$ cat src/design/rm2q_pkg.sv
// ----------------------------------------------------------------------------
// rm2q_pkg
// Shared widths, payload structs and branch codes for the matrix-to-quaternion
// core.
// ----------------------------------------------------------------------------
`default_nettype none
package rm2q_pkg;

  localparam int ElemWidth = 16;
  localparam int FracBits  = 14;

  // Trace is at most 3 elements wide plus one; radicand adds one more.
  localparam int RadWidth  = ElemWidth + 3;
  // Scaled radicand fed to the root.
  localparam int SqWidth   = RadWidth + FracBits;
  // Root width: half of the scaled radicand, rounded up.
  localparam int RootWidth = (SqWidth + 1) / 2;
  localparam int RootSteps = RootWidth;
  // Numerators: sum or difference of two elements.
  localparam int NumWidth  = ElemWidth + 1;
  // Dividend magnitude after scaling.
  localparam int DvdWidth  = NumWidth + FracBits;
  localparam int DenWidth  = RootWidth + 1;

  typedef enum logic [1:0] {
    BR_TRACE = 2'd0,
    BR_M00   = 2'd1,
    BR_M11   = 2'd2,
    BR_M22   = 2'd3
  } branch_t;

  typedef struct packed {
    logic signed [ElemWidth-1:0] m00;
    logic signed [ElemWidth-1:0] m01;
    logic signed [ElemWidth-1:0] m02;
    logic signed [ElemWidth-1:0] m10;
    logic signed [ElemWidth-1:0] m11;
    logic signed [ElemWidth-1:0] m12;
    logic signed [ElemWidth-1:0] m20;
    logic signed [ElemWidth-1:0] m21;
    logic signed [ElemWidth-1:0] m22;
  } in_item_t;

  typedef struct packed {
    logic signed [ElemWidth-1:0] qw;
    logic signed [ElemWidth-1:0] qx;
    logic signed [ElemWidth-1:0] qy;
    logic signed [ElemWidth-1:0] qz;
    logic [1:0]                  branch;
    logic                        invalid;
  } out_item_t;

  // Work carried down the pipe after branch selection.
  typedef struct packed {
    logic [SqWidth-1:0]          rad;     // scaled radicand
    logic signed [NumWidth-1:0]  n0;      // numerators in qw,qx,qy,qz order,
    logic signed [NumWidth-1:0]  n1;      // the slot of the diagonal axis
    logic signed [NumWidth-1:0]  n2;      // is unused
    logic signed [NumWidth-1:0]  n3;
    logic [1:0]                  branch;
    logic                        invalid;
  } work_t;

endpackage
`default_nettype wire

$ cat src/design/rm2q_sqrt.sv
// ----------------------------------------------------------------------------
// rm2q_sqrt
// Pipelined restoring square root, one root bit per stage, work riding along.
// ----------------------------------------------------------------------------
`default_nettype none
module rm2q_sqrt (
  input  wire                              clk,
  input  wire                              rst,
  input  wire                              adv,
  input  wire                              in_valid,
  input  wire rm2q_pkg::work_t             in_work,
  output logic                             out_valid,
  output rm2q_pkg::work_t                  out_work,
  output logic [rm2q_pkg::RootWidth-1:0]   out_root
);

  localparam int N  = rm2q_pkg::RootSteps;
  localparam int RW = rm2q_pkg::RootWidth;
  localparam int MW = rm2q_pkg::RootWidth + 2;   // remainder width

  logic [N:0]                  vld;
  rm2q_pkg::work_t             wk   [N+1];
  logic [2*RW-1:0]             rest [N+1];   // radicand bits not yet consumed
  logic [MW-1:0]               rem  [N+1];
  logic [RW-1:0]               root [N+1];

  always_comb begin
    vld[0]  = in_valid;
    wk[0]   = in_work;
    rest[0] = (2*RW)'(in_work.rad);
    rem[0]  = '0;
    root[0] = '0;
  end

  for (genvar i = 0; i < N; i++) begin : g_step
    logic [MW-1:0] trial, cur;
    // Bring down two radicand bits and try root*4+1.
    always_comb begin
      cur   = {rem[i][MW-3:0], rest[i][2*RW-1 -: 2]};
      trial = cur - {root[i], 2'b01};
    end
    always_ff @(posedge clk) begin
      if (rst) begin
        vld[i+1] <= 1'b0;
      end else if (adv) begin
        vld[i+1] <= vld[i];
      end
      if (adv) begin
        wk[i+1]   <= wk[i];
        rest[i+1] <= rest[i] << 2;
        if (!trial[MW-1]) begin
          rem[i+1]  <= trial;
          root[i+1] <= {root[i][RW-2:0], 1'b1};
        end else begin
          rem[i+1]  <= cur;
          root[i+1] <= {root[i][RW-2:0], 1'b0};
        end
      end
    end
  end

  assign out_valid = vld[N];
  assign out_work  = wk[N];
  assign out_root  = root[N];

endmodule
`default_nettype wire

$ cat config.mk
export PLATFORM = sky130hd
export DESIGN_NAME = rm2q_sqrt
export DESIGN_NICKNAME = d
export VERILOG_FILES = /design/src/design/rm2q_pkg.sv /design/src/design/rm2q_sqrt.sv
export SDC_FILE = /design/constraint.sdc
export NUM_CORES = 2
export LEC_CHECK = 0
export BUFFER_PORTS_ARGS = -buffer_cell sky130_fd_sc_hd__buf_2
export CORE_ASPECT_RATIO = 2
export CORE_MARGIN = 5
export CORE_UTILIZATION = 47
export DETAILED_ROUTE_END_ITERATION = 6
export PLACE_DENSITY = 0.69
export SLEW_MARGIN = 20
export SYNTH_ARGS = -nofsm -noshare
export SYNTH_HDL_FRONTEND = slang
export SYNTH_SLANG_ARGS = --single-unit
$ cat constraint.sdc
create_clock -name clk -period 4.1 [get_ports clk]
set_input_delay 1.025 -clock clk [delete_from_list [all_inputs] [get_ports clk]]
set_output_delay 1.025 -clock clk [all_outputs]
set_load 0.005 [all_outputs]
==> impl_metrics.json <==
{
  "status": "complete, no violations",
  "max-slew-margin-rel_pct": 31.22,
  "yosysWarnings": 0,
  "synth-edff-count": 2147,
  "start_util_pct": 47.13,
  "setup_violations": 0,
  "leakagePower_nw": 30.40,
  "die-height_um": 579.3,
  "synth_compound_area_share_pct": 3.034,
  "crit_path_max_fanout": 17,
  "ir_worst_vdd_uv": 419.6,
  "final_max_slew_viol_count": 0,
  "postCtsSetupRepairBufs": 0,
  "htree_levels": 4,
  "synth_seq_area_share_pct": 85.10,
  "synthFlopType": "edfxtp_1",
  "ys_ff_latch": 2164,
  "synthAdderAreaFrac_pct": 2.481,
  "core-area_um2": 161600,
  "synth_top_family_by_area": "compound AO/OA/AOI/OAI gates",
  "drt_iter0_markers": 1675,
  "synthArstFlopShare_pct": 0,
  "cp-end-kind": "flip-flop",
  "ctsRootBufferMaster": "clkbuf_16",
  "reg2reg_from": "g_step[14].cur[2]$_DFFE_PP_",
  "yosys.area_share.simple_pct": 2.997,
  "fp.dieW_um": 294.6,
  "drive_gt1_share_pct": 15.95,
  "synthMuxAreaShare_pct": 1.702,
  "postCtsHoldBufs": 0,
  "cts.sink_count": 2164,
  "total_power_mw": 49.09,
  "antenna_found_initial": 2,
  "placementRows": 209,
  "drv_cap": 0,
  "hold_path.class": "reg -> reg",
  "cp.required_ns": 4.61,
  "tightestPinTransition_ns": 1.024,
  "avgSynthCellArea_um2": 20.03,
  "final_nets": 4389,
  "grt_use_total_pct": 11.95,
  "grt_pass1_vias": 32890,
  "fin_crit_ns": 3.445,
  "path_class": "reg -> reg",
  "drc_errors": 0,
  "synth_area_um2": 76160,
  "cp-startpoint": "g_step[14].cur[2]$_DFFE_PP_",
  "hold_violations": 0,
  "power_density_nw_per_um2": 572.3,
  "cts_max_path_buffers": 4,
  "grt_pass1_wl_mm": 166.5,
  "wl_mm": 102.8,
  "finalSetupTns_ns": 0,
  "cts_resized": 0,
  "synthXorXnorAreaFrac_pct": 2.331,
  "clk_latency_ns": 0.80,
  "syn_inst": 3803,
  "cp-start-kind": "flip-flop",
  "first_pass_iters": 5,
  "cp.arrival_ns": 3.96,
  "portBuffers": 229,
  "min_from": "wk[1227]$_DFFE_PP_",
  "grt_max_degree": 125,
  "final_core_util_pct": 53.08,
  "ant_nets": 0,
  "period_share_pct": 84.02,
  "dpl.hpwl_mm": 63.33,
  "place_congestion": 0.8758,
  "skew_ns": 0.05750,
  "cts_buffers": 189,
  "clock.fmax_mhz": 290.3,
  "io_pins": 230,
  "vias_per_cell": 4.855,
  "overflow": 0,
  "rsz0062_at_grt": "no",
  "area_growth_syn_to_layout_pct": 12.64,
  "design.die.area_um2": 170700,
  "avgRoutedWirePerCell_um": 16.10,
  "tritoncts": "built",
  "synth_cell_types": 74,
  "clkTransAtPathRegs_ns": 0.06,
  "vias": 31010
}
Yosys cell counts, types with 30 or more instances:
library cell,number,share of area [%]
edfxtp_1,2147,85
inv_1,193,0.95
ha_1,151,2.5
nor2_1,129,0.64
buf_4,124,1.2
xnor2_1,114,1.3
a21oi_1,104,0.68
o21ai_0,95,0.62
nand2_1,93,0.46
mux2_2,88,1.3
xor2_1,80,0.92
nor3_1,41,0.27
nand3_1,36,0.24
o21a_1,35,0.34
a21o_1,33,0.33
clkbuf_1,30,0.15
sequential cells by signal, summed over array words and instances (netlist names):
signal / flops
root: 120
vld: 16
g_step.cur: 243
out_valid: 1
out_work: 104
wk: 1664
out_root: 16
report_power, final:
part / total, mW / switching (mW) / internal (mW) / leakage (nW)
Sequential: 27.1 / 0.670 / 26.5 / 21.2
Clock: 17.2 / 7.42 / 9.81 / 2.93
Combinational: 4.74 / 2.67 / 2.07 / 6.32
Total: 49.1 / 10.8 / 38.3 / 30.4
cell type report:
class | count | area (µm²)
inverter | 193 | 724.4
multi-input combinational | 1288 | 9569
clock buffer | 223 | 4898
sequential | 2164 | 64810
antenna | 1 | 2.502
tap | 2110 | 2640
clock inverter | 114 | 1101
timing repair buffer | 294 | 2037
fill | 12500 | 75820
layout by cell type, fill, tap and decap left out, types with 14 or more instances in the layout:
cell type / instances
or3_1: 14
mux2i_1: 26
clkinv_2: 37
nand2_1: 93
clkbuf_16: 190
buf_2: 228
buf_4: 34
nor2_1: 129
o21ai_0: 95
clkinv_1: 36
nor2b_1: 23
a21o_1: 33
buf_12: 32
clkbuf_1: 31
ha_1: 151
dfxtp_1: 17
xnor2_1: 113
xor2_1: 80
nand3_1: 36
nor4_1: 24
nand2b_1: 25
edfxtp_1: 2147
inv_1: 193
bufinv_16: 20
a21oi_1: 104
o21a_1: 35
nor3_1: 41
mux2_2: 88
stage by stage:
stage | cell area [µm²] | hold WS, ns | cells | setup WS, ns
finish | 85780 | 0.3897 | 6387 | 0.6553
detailed placement | 79780 | 0.4045 | 6049 | 0.6823
floorplan | 76160 | 0.4003 | 3804 | 1.084
CTS | 85780 | 0.3155 | 6386 | 0.6550
global placement | 79780 | 0.4001 | 6049 | 0.7433
global route | 85780 | 0.3388 | 6387 | 0.3828
worst max-delay path: stages (launching register included):
cell      delay [ns]
edfxtp_1        0.40
ha_1            0.33
nor2b_1         0.18
o31ai_1         0.34
a21oi_1         0.23
a21oi_1         0.45
o21ai_0         0.22
nor3_1          0.22
xnor2_1         0.15
buf_4           0.28
mux2_2          0.36
cells by family (layout without fill, tap and decap cells):
logic type,count (synthesis),after routing
compound gates,367,367
xor+xnor,198,198
fa+ha+maj,151,151
buf+inv,352,824
flops,2164,2164
mux,117,117
other cells,1,3
simple gates,453,453
metal layers:
metal  track usage, %  up-vias  wire length, µm
met5                0        -               13
met4            5.836        2             5021
met3            2.261      308             4131
met2            22.19      596            55310
met1            13.02    15010            38340
li1                 -    15090                -
final timing paths:
check,slack (ns),depth (start not counted),end
max,0.66,10,g_step[15].cur[10]$_DFFE_PP_
min,0.39,0,wk[1123]$_DFFE_PP_
max reg2reg,0.66,10,g_step[15].cur[10]$_DFFE_PP_
min reg2reg,0.39,0,wk[1123]$_DFFE_PP_
No activity file was read; power rests on OpenSTA's default activity.
