### config.mk
export PLATFORM = sky130hd
export DESIGN_NAME = rm2q_div
export DESIGN_NICKNAME = d
export VERILOG_FILES = /design/src/design/rm2q_pkg.sv /design/src/design/rm2q_div.sv
export SDC_FILE = /design/constraint.sdc
export NUM_CORES = 2
export LEC_CHECK = 0
export BUFFER_PORTS_ARGS = -buffer_cell sky130_fd_sc_hd__clkbuf_2
export CORE_MARGIN = 3
export CORE_UTILIZATION = 67
export DETAILED_ROUTE_END_ITERATION = 7
export PLACE_DENSITY_LB_ADDON = 0.1
export SLEW_MARGIN = 20
export SYNTH_ARGS = -nofsm -noshare
export SYNTH_HDL_FRONTEND = slang
export SYNTH_SLANG_ARGS = --single-unit
### constraint.sdc
create_clock -name clk -period 6.9 [get_ports clk]
set_input_delay 1.38 -clock clk [delete_from_list [all_inputs] [get_ports clk]]
set_output_delay 1.38 -clock clk [all_outputs]
set_load 0.03 [all_outputs]
### src/design/rm2q_pkg.sv
// ----------------------------------------------------------------------------
// rm2q_pkg
// Shared widths, payload structs and branch codes for the matrix-to-quaternion
// core.
// ----------------------------------------------------------------------------
`default_nettype none
package rm2q_pkg;

  localparam int ElemWidth = 16;
  localparam int FracBits  = 14;

  // Trace is at most 3 elements wide plus one; radicand adds one more.
  localparam int RadWidth  = ElemWidth + 3;
  // Scaled radicand fed to the root.
  localparam int SqWidth   = RadWidth + FracBits;
  // Root width: half of the scaled radicand, rounded up.
  localparam int RootWidth = (SqWidth + 1) / 2;
  localparam int RootSteps = RootWidth;
  // Numerators: sum or difference of two elements.
  localparam int NumWidth  = ElemWidth + 1;
  // Dividend magnitude after scaling.
  localparam int DvdWidth  = NumWidth + FracBits;
  localparam int DenWidth  = RootWidth + 1;

  typedef enum logic [1:0] {
    BR_TRACE = 2'd0,
    BR_M00   = 2'd1,
    BR_M11   = 2'd2,
    BR_M22   = 2'd3
  } branch_t;

  typedef struct packed {
    logic signed [ElemWidth-1:0] m00;
    logic signed [ElemWidth-1:0] m01;
    logic signed [ElemWidth-1:0] m02;
    logic signed [ElemWidth-1:0] m10;
    logic signed [ElemWidth-1:0] m11;
    logic signed [ElemWidth-1:0] m12;
    logic signed [ElemWidth-1:0] m20;
    logic signed [ElemWidth-1:0] m21;
    logic signed [ElemWidth-1:0] m22;
  } in_item_t;

  typedef struct packed {
    logic signed [ElemWidth-1:0] qw;
    logic signed [ElemWidth-1:0] qx;
    logic signed [ElemWidth-1:0] qy;
    logic signed [ElemWidth-1:0] qz;
    logic [1:0]                  branch;
    logic                        invalid;
  } out_item_t;

  // Work carried down the pipe after branch selection.
  typedef struct packed {
    logic [SqWidth-1:0]          rad;     // scaled radicand
    logic signed [NumWidth-1:0]  n0;      // numerators in qw,qx,qy,qz order,
    logic signed [NumWidth-1:0]  n1;      // the slot of the diagonal axis
    logic signed [NumWidth-1:0]  n2;      // is unused
    logic signed [NumWidth-1:0]  n3;
    logic [1:0]                  branch;
    logic                        invalid;
  } work_t;

endpackage
`default_nettype wire

### src/design/rm2q_div.sv
// ----------------------------------------------------------------------------
// rm2q_div
// Pipelined restoring divider: signed numerator scaled by 2^FracBits over an
// unsigned divisor, truncated toward zero, saturated to the element range.
// ----------------------------------------------------------------------------
`default_nettype none
module rm2q_div (
  input  wire                                    clk,
  input  wire                                    adv,
  input  wire signed [rm2q_pkg::NumWidth-1:0]    num,
  input  wire        [rm2q_pkg::DenWidth-1:0]    den,
  output logic signed [rm2q_pkg::ElemWidth-1:0]  quo
);

  localparam int DW = rm2q_pkg::DvdWidth;
  localparam int VW = rm2q_pkg::DenWidth;
  localparam int EW = rm2q_pkg::ElemWidth;
  localparam int PW = VW + 1;

  logic [DW-1:0] dvd [DW+1];
  logic [DW-1:0] q   [DW+1];
  logic [PW-1:0] rm  [DW+1];
  logic [VW-1:0] dv  [DW+1];
  logic          ng  [DW+1];
  logic [rm2q_pkg::NumWidth-1:0] mag;

  always_comb begin
    mag    = num[rm2q_pkg::NumWidth-1] ? unsigned'(-num) : unsigned'(num);
    dvd[0] = DW'(mag) << rm2q_pkg::FracBits;
    q[0]   = '0;
    rm[0]  = '0;
    dv[0]  = den;
    ng[0]  = num[rm2q_pkg::NumWidth-1];
  end

  // One quotient bit per stage.
  for (genvar i = 0; i < DW; i++) begin : g_step
    logic [PW-1:0] cur, trial;
    always_comb begin
      cur   = {rm[i][PW-2:0], dvd[i][DW-1]};
      trial = cur - PW'(dv[i]);
    end
    always_ff @(posedge clk) begin
      if (adv) begin
        dvd[i+1] <= dvd[i] << 1;
        dv[i+1]  <= dv[i];
        ng[i+1]  <= ng[i];
        if (!trial[PW-1]) begin
          rm[i+1] <= trial;
          q[i+1]  <= {q[i][DW-2:0], 1'b1};
        end else begin
          rm[i+1] <= cur;
          q[i+1]  <= {q[i][DW-2:0], 1'b0};
        end
      end
    end
  end

  // Saturate and apply sign.
  localparam logic [DW:0] Lim = (DW+1)'(1) << (EW-1);
  logic [DW:0] qe, qs;
  always_comb begin
    qe = {1'b0, q[DW]};
    if (ng[DW]) begin
      qs  = (qe > Lim) ? Lim : qe;
      quo = EW'(-qs);
    end else begin
      qs  = (qe > Lim - 1) ? Lim - 1 : qe;
      quo = EW'(qs);
    end
  end

endmodule
`default_nettype wire

==> flow_summary.yaml <==
global_route:
  track_usage_pct: 22.49
  grt_pass1_wl_mm: 239.3
  first_global_vias: 47433
  antenna_found_initial: 1
  grt_overflow: 0
  grt_max_degree: 198
outcome:
  outcome: "complete, no violations"
clocking:
  ctsResizeCount: 0
  post_cts_buffers: 0
  clk_latency_ns: 0.79
  cts_max_level: 4
  cts_buffers: 174
  cts.root.buffer_cell: "clkbuf_16"
  clk_pin_slew_ns: 0.06
  ctsHoldBuffers: 0
  numClockSinks: 1743
  clock_tree.buffer_depth: 3
  cts_tree: "built"
floorplan:
  start_util_pct: 67.84
  rows: 129
  die_area_mm2: 0.1301
  io_pins: 53
  core_area_mm2: 0.1243
  die_x_um: 360.7
  die_y_um: 360.7
synth:
  async_reset_ff_share_pct: 0
  synth_seq_cells: 1743
  synth.area.top_cells: "edfxtp_1, ha_1, mux2_2"
  synth_edf_count: 1743
  ys_types: 77
  synth_top_area_share_pct: 62.08
  syn_area_mm2: 0.08431
  syn_inst: 6051
  ys_seq_area_share_pct: 62.08
  avgSynthCellArea_um2: 13.93
  synth_warnings: 0
  ys.flop_type: "edfxtp_1"
  yosys.area.top_type: "edfxtp_1"
finish:
  layoutNonFillerInstCount: 8052
  post_route_cells_drive_above_1_share_pct: 13.77
  nets: 6868
  mostFrequentLayoutCells: "edfxtp_1, inv_1, ha_1"
  final_util_pct: 74.51
  syn_to_final_growth_pct: 9.831
  layout_commonest_cell: "edfxtp_1"
placed_design:
  io_buffers: 52
  hpwl_mm: 100.4
  gp_congestion: 0.8676
  place_inst: 7733
timing:
  setup_viol: 0
  fmax_mhz: 181.7
  tightest_slew_ns: 1.142
  setup_tns_ns: 0
  skew_ns: 0.02385
  max-slew-margin-rel_pct: 23.87
  min_period_ns: 5.503
  drv_slew: 0
  final_hold_viol_count: 0
  fin_crit_sh_pct: 79.75
  rsz0062_at_grt: "no"
pwr:
  ir_worst_vdd_mv: 0.3235
  power.leakage_nw: 36.14
  power_density_mw_per_mm2: 478.6
setup_path:
  path_class: "flip-flop to primary output"
  critPathLaunchType: "flip-flop"
  cp_common_cell: "or3_1"
  slowest_stage: "a21oi_1"
  cp.required_ns: 5.52
  cp_cell_sequence: "or3_1 -> or3_1 -> nand4bb_1 -> a21oi_1 -> nand2_1 -> ha_1 -> o21ai_1 -> or3_1 -> a31oi_1 -> o22a_1 -> clkbuf_2"
  path_delay_family: "simple AND/OR/NAND/NOR gates"
  crit_buf_inv: 1
  cp.depth: 11
  reg2regPathDepth: 10
  crit_path_max_fanout: 11
  cp-end-kind: "primary output"
  crit_arrival_ns: 4.12
  slowest_delay_ns: 0.49
routing:
  drt_iter0_markers: 3543
  drc: 0
  ant_nets: 0
  avgRoutedWirePerCell_um: 18.02
  totalWireLength_mm: 145.1
  routed-via-count: 47201
  drtPass1Iterations: 6
  via_per_inst: 5.862
hold_path:
  whs_path_depth: 0
  min_path_type: "flip-flop to flip-flop"
job:
  maxCapViolCount: 0
==> final timing paths <==
path              startpoint                end  slack [ns]
setup / recovery        q[2]            quo[14]        1.40
hold reg to reg       q[328]             q[298]        0.40
hold / removal        q[328]             q[298]        0.40
setup reg to reg     dv[360]  g_step[12].cur[9]        2.66
==> worst reg2reg max path: stages (launching register included) <==
cell and delay [ns]:
edfxtp_1 0.43, ha_1 0.21, fa_1 0.21, and2b_1 0.20
o31a_1 0.28, o311ai_2 0.38, a32oi_1 0.28, a221oi_1 0.55
a21oi_1 0.29, xor2_4 0.70, mux2_2 0.45
==> synth_stat cells (14+ instances only) <==
cell / count
a31oi_1: 30
o21a_1: 122
and3_1: 40
or3_1: 37
nand2b_1: 55
o21bai_1: 23
and2_1: 16
a32oi_1: 15
a211oi_1: 29
inv_1: 644
edfxtp_1: 1743
a41oi_1: 23
nand3_1: 37
a21oi_1: 378
xor2_2: 21
and4_1: 33
nor2_1: 207
nand2_1: 232
mux2_2: 435
buf_4: 19
or2_2: 66
a21boi_0: 27
o31ai_1: 68
a21o_1: 109
nand4_1: 16
nor2b_1: 75
a221oi_1: 15
fa_1: 29
nor3_1: 94
o31a_1: 52
o22a_1: 14
xnor2_1: 304
ha_1: 530
o21ai_0: 193
xor2_1: 113
o211ai_1: 15
o22ai_1: 18
mux2i_1: 45
==> final cells by class <==
type	instances	area [um2]
Antenna cell	1	2.502
Clock buffer	210	4489
Clock inverter	108	1115
Fill cell	7744	31690
Inverter	645	2421
Multi-Input combinational cell	3632	29570
Sequential cell	1743	52340
Tap cell	1637	2048
Timing Repair Buffer	76	605.6
==> cell families (layout without fill, tap and decap cells) <==
| logic type | Yosys count | after routing | synth area share [%] |
|---|---|---|---|
| DFF | 1743 | 1743 | 62.08 |
| AOI/OAI and AO/OA | 1210 | 1210 | 9.394 |
| and+or+nand+nor | 930 | 930 | 5.546 |
| buffers and inverters | 683 | 1039 | 3.198 |
| adders and majority gates | 559 | 559 | 8.554 |
| muxes | 486 | 486 | 6.451 |
| xor gates and xnor gates | 439 | 439 | 4.770 |
| other | 1 | 9 | 0.004448 |
==> through the flow <==
step	hold slack (ns)	power (mW)	worst slack, ns	instance area, um2
finish	0.4039	44.31	1.397	92600
global route	0.4118	47.18	1.051	92590
CTS	0.4065	44.38	1.351	92370
detailed placement	0.4045	34.88	2.151	86760
global placement	0.4001	34.26	2.298	86760
floorplan	0.4003	31.08	2.397	84330
==> sequential cells by signal, summed over array words and instances (netlist names) <==
name	cells
ng	31
g_step.cur	540
dvd	136
dv	540
q	496
==> power by group <==
| group | total, mW | switching, mW | internal (mW) |
|---|---|---|---|
| logic | 18.5 | 9.27 | 9.19 |
| clock network | 9.18 | 3.94 | 5.24 |
| registers | 16.7 | 1.33 | 15.3 |
| total | 44.3 | 14.5 | 29.8 |
==> layer usage <==
layer	GRT usage, %	share of wire [%]	wire (um)	vias to the layer above
met5	0	0	0	-
met4	6.267	2.2	3141	0
met3	3.227	4.1	5947	245
met2	38.91	50	73020	904
met1	30.01	43	62960	22976
li1	-	-	-	23076
No activity file was read; power rests on OpenSTA's default activity.
