--- src/design/rm2q_pkg.sv ---
// ----------------------------------------------------------------------------
// rm2q_pkg
// Shared widths, payload structs and branch codes for the matrix-to-quaternion
// core.
// ----------------------------------------------------------------------------
`default_nettype none
package rm2q_pkg;

  localparam int ElemWidth = 16;
  localparam int FracBits  = 14;

  // Trace is at most 3 elements wide plus one; radicand adds one more.
  localparam int RadWidth  = ElemWidth + 3;
  // Scaled radicand fed to the root.
  localparam int SqWidth   = RadWidth + FracBits;
  // Root width: half of the scaled radicand, rounded up.
  localparam int RootWidth = (SqWidth + 1) / 2;
  localparam int RootSteps = RootWidth;
  // Numerators: sum or difference of two elements.
  localparam int NumWidth  = ElemWidth + 1;
  // Dividend magnitude after scaling.
  localparam int DvdWidth  = NumWidth + FracBits;
  localparam int DenWidth  = RootWidth + 1;

  typedef enum logic [1:0] {
    BR_TRACE = 2'd0,
    BR_M00   = 2'd1,
    BR_M11   = 2'd2,
    BR_M22   = 2'd3
  } branch_t;

  typedef struct packed {
    logic signed [ElemWidth-1:0] m00;
    logic signed [ElemWidth-1:0] m01;
    logic signed [ElemWidth-1:0] m02;
    logic signed [ElemWidth-1:0] m10;
    logic signed [ElemWidth-1:0] m11;
    logic signed [ElemWidth-1:0] m12;
    logic signed [ElemWidth-1:0] m20;
    logic signed [ElemWidth-1:0] m21;
    logic signed [ElemWidth-1:0] m22;
  } in_item_t;

  typedef struct packed {
    logic signed [ElemWidth-1:0] qw;
    logic signed [ElemWidth-1:0] qx;
    logic signed [ElemWidth-1:0] qy;
    logic signed [ElemWidth-1:0] qz;
    logic [1:0]                  branch;
    logic                        invalid;
  } out_item_t;

  // Work carried down the pipe after branch selection.
  typedef struct packed {
    logic [SqWidth-1:0]          rad;     // scaled radicand
    logic signed [NumWidth-1:0]  n0;      // numerators in qw,qx,qy,qz order,
    logic signed [NumWidth-1:0]  n1;      // the slot of the diagonal axis
    logic signed [NumWidth-1:0]  n2;      // is unused
    logic signed [NumWidth-1:0]  n3;
    logic [1:0]                  branch;
    logic                        invalid;
  } work_t;

endpackage
`default_nettype wire

--- src/design/rm2q_front.sv ---
// ----------------------------------------------------------------------------
// rm2q_front
// Trace, branch choice, radicand and numerators for one matrix.
// ----------------------------------------------------------------------------
`default_nettype none
module rm2q_front (
  input  wire rm2q_pkg::in_item_t m,
  output rm2q_pkg::work_t         w
);

  localparam int RW = rm2q_pkg::RadWidth;
  localparam int NW = rm2q_pkg::NumWidth;

  logic signed [RW-1:0] d0, d1, d2, one, trace, r;
  logic signed [NW-1:0] a00, a01, a02, a10, a12, a20, a21;
  logic signed [NW-1:0] e01, e02, e10, e12, e20, e21;

  always_comb begin
    d0    = RW'(m.m00);
    d1    = RW'(m.m11);
    d2    = RW'(m.m22);
    one   = RW'(1) <<< rm2q_pkg::FracBits;
    trace = d0 + d1 + d2;
    e01 = NW'(m.m01); e02 = NW'(m.m02); e10 = NW'(m.m10);
    e12 = NW'(m.m12); e20 = NW'(m.m20); e21 = NW'(m.m21);
    a21 = e21 - e12;   // m21 - m12
    a02 = e02 - e20;   // m02 - m20
    a10 = e10 - e01;   // m10 - m01
    a01 = e01 + e10;
    a20 = e02 + e20;
    a12 = e12 + e21;
    a00 = '0;
    w.invalid = 1'b0;
    if (trace > 0) begin
      w.branch = rm2q_pkg::BR_TRACE;
      r = trace + one;
      w.n0 = a00; w.n1 = a21; w.n2 = a02; w.n3 = a10;
    end else if (d0 > d1 && d0 > d2) begin
      w.branch = rm2q_pkg::BR_M00;
      r = one + d0 - d1 - d2;
      w.n0 = a21; w.n1 = a00; w.n2 = a01; w.n3 = a20;
    end else if (d1 > d2) begin
      w.branch = rm2q_pkg::BR_M11;
      r = one + d1 - d0 - d2;
      w.n0 = a02; w.n1 = a01; w.n2 = a00; w.n3 = a12;
    end else begin
      w.branch = rm2q_pkg::BR_M22;
      r = one + d2 - d0 - d1;
      w.n0 = a10; w.n1 = a20; w.n2 = a12; w.n3 = a00;
    end
    if (r <= 0) begin
      w.invalid = 1'b1;
      w.rad = '0;
    end else begin
      w.rad = rm2q_pkg::SqWidth'(unsigned'(r)) << rm2q_pkg::FracBits;
    end
  end

endmodule
`default_nettype wire

--- config.mk ---
export PLATFORM = sky130hd
export DESIGN_NAME = rm2q_front
export DESIGN_NICKNAME = d
export VERILOG_FILES = /design/src/design/rm2q_pkg.sv /design/src/design/rm2q_front.sv
export SDC_FILE = /design/constraint.sdc
export NUM_CORES = 1
export LEC_CHECK = 0
export BUFFER_PORTS_ARGS = -buffer_cell sky130_fd_sc_hd__buf_2
export CAP_MARGIN = 30
export CORE_MARGIN = 8
export CORE_UTILIZATION = 60
export DETAILED_ROUTE_END_ITERATION = 8
export GPL_ROUTABILITY_DRIVEN = 1
export PLACE_DENSITY_LB_ADDON = 0.15
export SYNTH_ARGS = -nofsm -noshare
export SYNTH_HDL_FRONTEND = slang
export SYNTH_SLANG_ARGS = --single-unit
--- constraint.sdc ---
create_clock -name vclk -period 8.22
set_clock_uncertainty 0.1 [all_clocks]
set_input_delay 1.644 -clock vclk [all_inputs]
set_output_delay 1.644 -clock vclk [all_outputs]
set_load 0.005 [all_outputs]
==> flow_metrics.env, run 1 <==
export IMPL_regArea_um2=0
export IMPL_antenna_found_initial=4
export IMPL_die_area_um2=27100
export IMPL_drive_above_1_share_pct=16.4
export IMPL_dp_slack_ns=-0.0313
export IMPL_final_cell_area_um2=14800
export IMPL_dr_pass1_iters=6
export IMPL_drt_total_wl_um=46600
export IMPL_finalWorstSetupSlack_ns=0.155
export IMPL_via_per_inst=6.07
export IMPL_gp_congestion=1.01
export IMPL_ant_nets=0
export IMPL_cp_startpoint="m[4]"
export IMPL_gr_usage_met3_pct=4.94
export IMPL_min_path_type="in -> out"
export IMPL_route_detailed_drc=0
export IMPL_endpoint="w[0]"
export IMPL_peakVddDrop_uv=93.8
export IMPL_path_class="in -> out"
export IMPL_multi_input_area_um2=12100
export IMPL_grt_overflow=0
export IMPL_clock_buffer_count=0
export IMPL_synth_common_cells="294 x ha_1, 208 x inv_1, 162 x nor2_1, 135 x a21oi_1, 103 x xnor2_1"
export IMPL_synth_compound_area_share_pct=24.1
export IMPL_core_area_um2=21800
export IMPL_hpwl_um=40100
export IMPL_ys_seq_area_share_pct=0
export IMPL_synth_simple_area_share_pct=15.1
export IMPL_hold_viol_final=0
export IMPL_syn_avg_cell_area_um2=7.67
export IMPL_floorplan_initialDensity_pct=60.9
export IMPL_grt_max_degree=83
export IMPL_finalMaxSlewViolations=0
export IMPL_synth_distinct_cells=85
export IMPL_worst_pin_slew_ns=0.829
export IMPL_yosysTopAreaCellShare_pct=27.8
export IMPL_placement_io_buffers=233
export IMPL_worstPathArrival_ns=6.32
export IMPL_status="finished clean"
export IMPL_die_w_um=165
export IMPL_syn_to_final_growth_pct=12.0
export IMPL_wire_per_inst_um=21.0
export IMPL_setup_violations=0
export IMPL_drtIter0Drc=1111
export IMPL_grt_use_met2_pct=58.3
export IMPL_seq_cell_count=0
export IMPL_final_util_pct=68.2
export IMPL_grt_busiest_layer="met2"
export IMPL_slew_headroom_pct=44.2
export IMPL_synthTopCellsByArea="ha_1 28%, fa_1 12%, xnor2_1 6.8%, inv_1 5.9%, a21oi_1 5.1%"
export IMPL_fillers=1884
export IMPL_ys_warnings_count=0
export IMPL_synth_fa_ha_area_share_pct=39.6
export IMPL_muxShareOfSynthArea_pct=3.34
export IMPL_p_leak_nw=7.52
export IMPL_mappedNetlistArea_um2=13200
export IMPL_synth_top_family_by_area="adder cells"
export IMPL_grt_pass1_vias=13600
export IMPL_critPathMaxFanout=8
export IMPL_cp_start_kind="input pin"
export IMPL_fmax_ghz=0.124
export IMPL_required_ns=6.48
export IMPL_die_h_um=165
export IMPL_fin_crit_sh_pct=98.1
export IMPL_gr_usage_all_layers_pct=33.1
export IMPL_yosysMostFrequentCell="ha_1"
export IMPL_nets=2462
export IMPL_powerDensity_nw_per_um2=153
export IMPL_num_rows=54
export IMPL_syn_inst=1727
export IMPL_yosys_area_top_type="ha_1"
export IMPL_synth_xor_xnor_area_share_pct=8.65
export IMPL_fin_crit_ns=8.06
export IMPL_met1_usage_pct=37.7
export IMPL_drv_cap=0
export IMPL_grt_pass1_wl_um=71800
export IMPL_route_vias_total=13500
export IMPL_holdBufCountCts=0
export IMPL_placed_area_um2=14700
export IMPL_end_kind="output port"
export IMPL_io_pin_count=248
## power by group
part | switching, mW | internal [mW]
clock network | 0 | 0.0000000325
registers | 0 | 0
logic | 1.34 | 0.935
total | 1.34 | 0.935
## worst min path at each step
stage | start | to | slack [ns] | depth (start not counted)
2_1_floorplan | m[48] | w[37] | 3.40 | 2
3_3_place_gp | m[48] | w[37] | 3.66 | 4
3_5_place_dp | m[48] | w[37] | 3.67 | 4
4_1_cts | m[48] | w[37] | 3.68 | 4
5_1_grt | m[48] | w[37] | 3.71 | 4
6_report | m[48] | w[37] | 3.69 | 4
## cell usage in the layout (no fill, tap or decap), types with 14 or more instances in the layout
cell type | Yosys | routed
a21oi_1 | 135 | 135
nor2b_1 | 27 | 27
o21ai_0 | 66 | 66
nand3_1 | 17 | 17
o31ai_1 | 14 | 14
a211oi_1 | 26 | 25
nor3_1 | 29 | 29
buf_2 | 11 | 233
buf_4 | 19 | 43
a21o_1 | 22 | 22
nor2_1 | 162 | 162
conb_1 | 1 | 15
o21a_1 | 33 | 33
inv_1 | 208 | 205
o21bai_1 | 17 | 17
nand2b_1 | 17 | 17
o211ai_1 | 16 | 16
xor2_1 | 26 | 26
fa_1 | 78 | 78
ha_1 | 294 | 293
mux2i_1 | 35 | 35
a31oi_1 | 16 | 16
nand2_1 | 94 | 94
xnor2_1 | 103 | 103
o221ai_1 | 18 | 18
## logic make-up (layout without fill, tap and decap cells)
kind of cell	Yosys count	in the layout
other	1	17
buffers and inverters	287	490
AND/OR/NAND/NOR	419	419
adder cells (fa/ha/maj)	372	372
multiplexers	43	43
AO/OA/AOI/OAI	475	475
XOR/XNOR	130	130
## metrics by stage
step	power (mW)	std cells	TNS (ns)	hold slack (ns)
detailed placement	2.18	2213	-0.0817	3.67
finish	2.27	2226	0	3.69
global route	2.47	2226	-0.0698	3.71
global placement	2.16	2213	0	3.66
CTS	2.20	2213	0	3.68
floorplan	1.45	1741	0	3.40
## final cells by class
| type | instances | share of cell area [%] |
|---|---|---|
| diodes | 2 | 0.0337 |
| multi-input cells | 1454 | 81.7 |
| inverters | 211 | 5.39 |
| repair buffers | 279 | 10.5 |
| well taps | 280 | 2.36 |
## what timing repair did
action	4_1_cts	5_1_grt
resized for setup	1	9
pin swaps	0	4
endpoints found under the setup margin	6	82
gates cloned	0	1
setup buffers	0	10
## per-layer routing
layer | up-vias | part of all wire (%) | routed length (um)
li1 | 6406 | - | -
met5 | - | 0.058 | 27
met1 | 6329 | 38 | 17800
met2 | 653 | 47 | 22000
met4 | 4 | 6.7 | 3130
met3 | 129 | 7.9 | 3710
## worst max-delay path, stage by stage
cell	delay, ns
buf_2	0.15
clkinvlp_4	0.15
fa_1	0.57
inv_2	0.07
ha_2	0.22
nand2b_1	0.12
a311oi_2	0.15
a211oi_2	0.31
o21ai_1	0.14
a21bo_2	0.24
a21o_1	0.17
a21oi_1	0.22
xor2_2	0.23
ha_1	0.17
nor3b_1	0.25
nand4_2	0.16
o21bai_4	0.29
buf_4	0.17
mux2_1	0.30
and4_1	0.19
a41o_1	0.26
buf_2	0.14
Power figures use the tool's default switching activity.
==> run 2, diff against run 1 <==
Settings changed: BUFFER_PORTS_ARGS -buffer_cell sky130_fd_sc_hd__buf_2 to unset, DONT_BUFFER_PORTS set to 1.
==> flow_metrics.env, run 2 (synthesis gave the netlist of run 1 again) <==
export IMPL_route_detailed_drc=0
export IMPL_layout_common_cells="294 x ha_1, 208 x inv_1, 162 x nor2_1"
export IMPL_peakVddDrop_uv=84.0
export IMPL_gr_usage_all_layers_pct=30.9
export IMPL_drtIter0Drc=1002
export IMPL_drt_total_wl_um=43400
export IMPL_die_area_um2=27100
export IMPL_rsz0062_at_grt="no"
export IMPL_grt_pass1_wl_um=66200
export IMPL_io_pin_count=248
export IMPL_fin_crit_ns=7.92
export IMPL_die_h_um=165
export IMPL_end_kind="output port"
export IMPL_antenna_found_initial=0
export IMPL_min_path_type="in -> out"
export IMPL_drv_cap=0
export IMPL_path_class="in -> out"
export IMPL_worst_pin_slew_ns=0.846
export IMPL_setup_violations=0
export IMPL_cp_start_kind="input pin"
export IMPL_required_ns=6.48
export IMPL_p_leak_nw=6.52
export IMPL_gp_congestion=1.04
export IMPL_worstPathArrival_ns=6.18
export IMPL_syn_to_final_growth_pct=2.14
export IMPL_fmax_ghz=0.126
export IMPL_slew_headroom_pct=43.0
export IMPL_final_common_cell="ha_1"
export IMPL_grt_max_degree=83
export IMPL_hold_path_depth=2
export IMPL_grt_overflow=0
export IMPL_placement_io_buffers=0
export IMPL_seq_cell_count=0
export IMPL_critPathMaxFanout=82
export IMPL_core_area_um2=21800
export IMPL_tns_ns=0
export IMPL_num_rows=54
export IMPL_hpwl_um=37800
export IMPL_nets=2218
export IMPL_route_vias_total=12300
export IMPL_diodes=0
export IMPL_floorplan_initialDensity_pct=60.9
export IMPL_hold_viol_final=0
export IMPL_powerDensity_nw_per_um2=147
export IMPL_status="finished clean"
export IMPL_grt_pass1_vias=12100
export IMPL_regArea_um2=0
export IMPL_total_power_mw=1.99
export IMPL_wire_per_inst_um=21.9
export IMPL_via_per_inst=6.21
export IMPL_clock_buffer_count=0
export IMPL_finalMaxSlewViolations=0
export IMPL_ant_nets=0
export IMPL_die_w_um=165
export IMPL_drive_above_1_share_pct=4.00
export IMPL_whs_endpoint="w[37]"
export IMPL_fin_crit_sh_pct=96.4
export IMPL_hp_start="m[48]"
export IMPL_holdBufCountCts=0
export IMPL_dr_pass1_iters=6
[run 2: cell count changes in the layout (fill, tap and decap cells not counted), moves of 2 or more]
cell        before  now
clkinvlp_4       2    0
buf_2          233    0
buf_4           43   34
diode_2          2    0
inv_1          205  208
[run 2: per-stage QoR]
stage	area, um^2	instances	setup WS, ns	hold slack (ns)	util [%]
2_1_floorplan	13300	1741	0.847	3.40	-
3_3_place_gp	13500	1977	0.267	3.45	62.0
3_5_place_dp	13500	1977	0.160	3.44	62.0
4_1_cts	13500	1977	0.130	3.44	62.0
5_1_grt	13500	1980	0.00715	3.46	62.2
6_report	13500	1980	0.300	3.44	62.2
[run 2: area by class of cell]
class	count	area, um^2
Inverter	211	792
Fill cell	2059	8220
Timing Repair Buffer	35	275
Tap cell	280	350
Multi-Input combinational cell	1454	12100
[run 2: worst max-delay path: stages]
cell	delay, ns
fa_1	0.47
ha_1	0.23
fa_1	0.46
inv_1	0.07
o21ai_0	0.21
a211oi_4	0.41
o211ai_1	0.18
a21oi_1	0.18
inv_1	0.05
a21oi_1	0.17
xor2_1	0.26
ha_1	0.18
nor3b_1	0.25
nand4_2	0.16
o21bai_4	0.28
buf_4	0.17
buf_12	0.26
nand2_1	0.16
inv_2	0.13
a32o_1	0.19
[run 2: how the worst max path moves through the flow]
stage	endpoint	slack [ns]	startpoint	cells after the start
after floorplan	w[0]	0.85	m[1]	18
after global placement	w[97]	0.27	m[4]	21
after detailed placement	w[95]	0.16	m[4]	20
after CTS	w[95]	0.13	m[4]	20
after global routing	w[50]	0.007	m[1]	20
final	w[48]	0.30	m[1]	20
[run 2: report_power, final]
group,switching [mW],internal (mW)
clock network,0,0
registers,0,0
logic,1.21,0.779
[run 2: what timing repair did]
item / CTS / global route
endpoints found under the setup margin: 0 / 21
resized for setup: 0 / 3
buffers inserted: 0 / 3
[run 2: per-layer routing]
layer	vias up	GRT usage, %	share of wire, %	routed length [um]
li1	5904	-	-	-
met5	-	0	0	0
met3	81	6.06	8.8	3800
met1	5786	36.0	39	16700
met4	0	9.87	4.2	1820
met2	519	55.7	48	21000
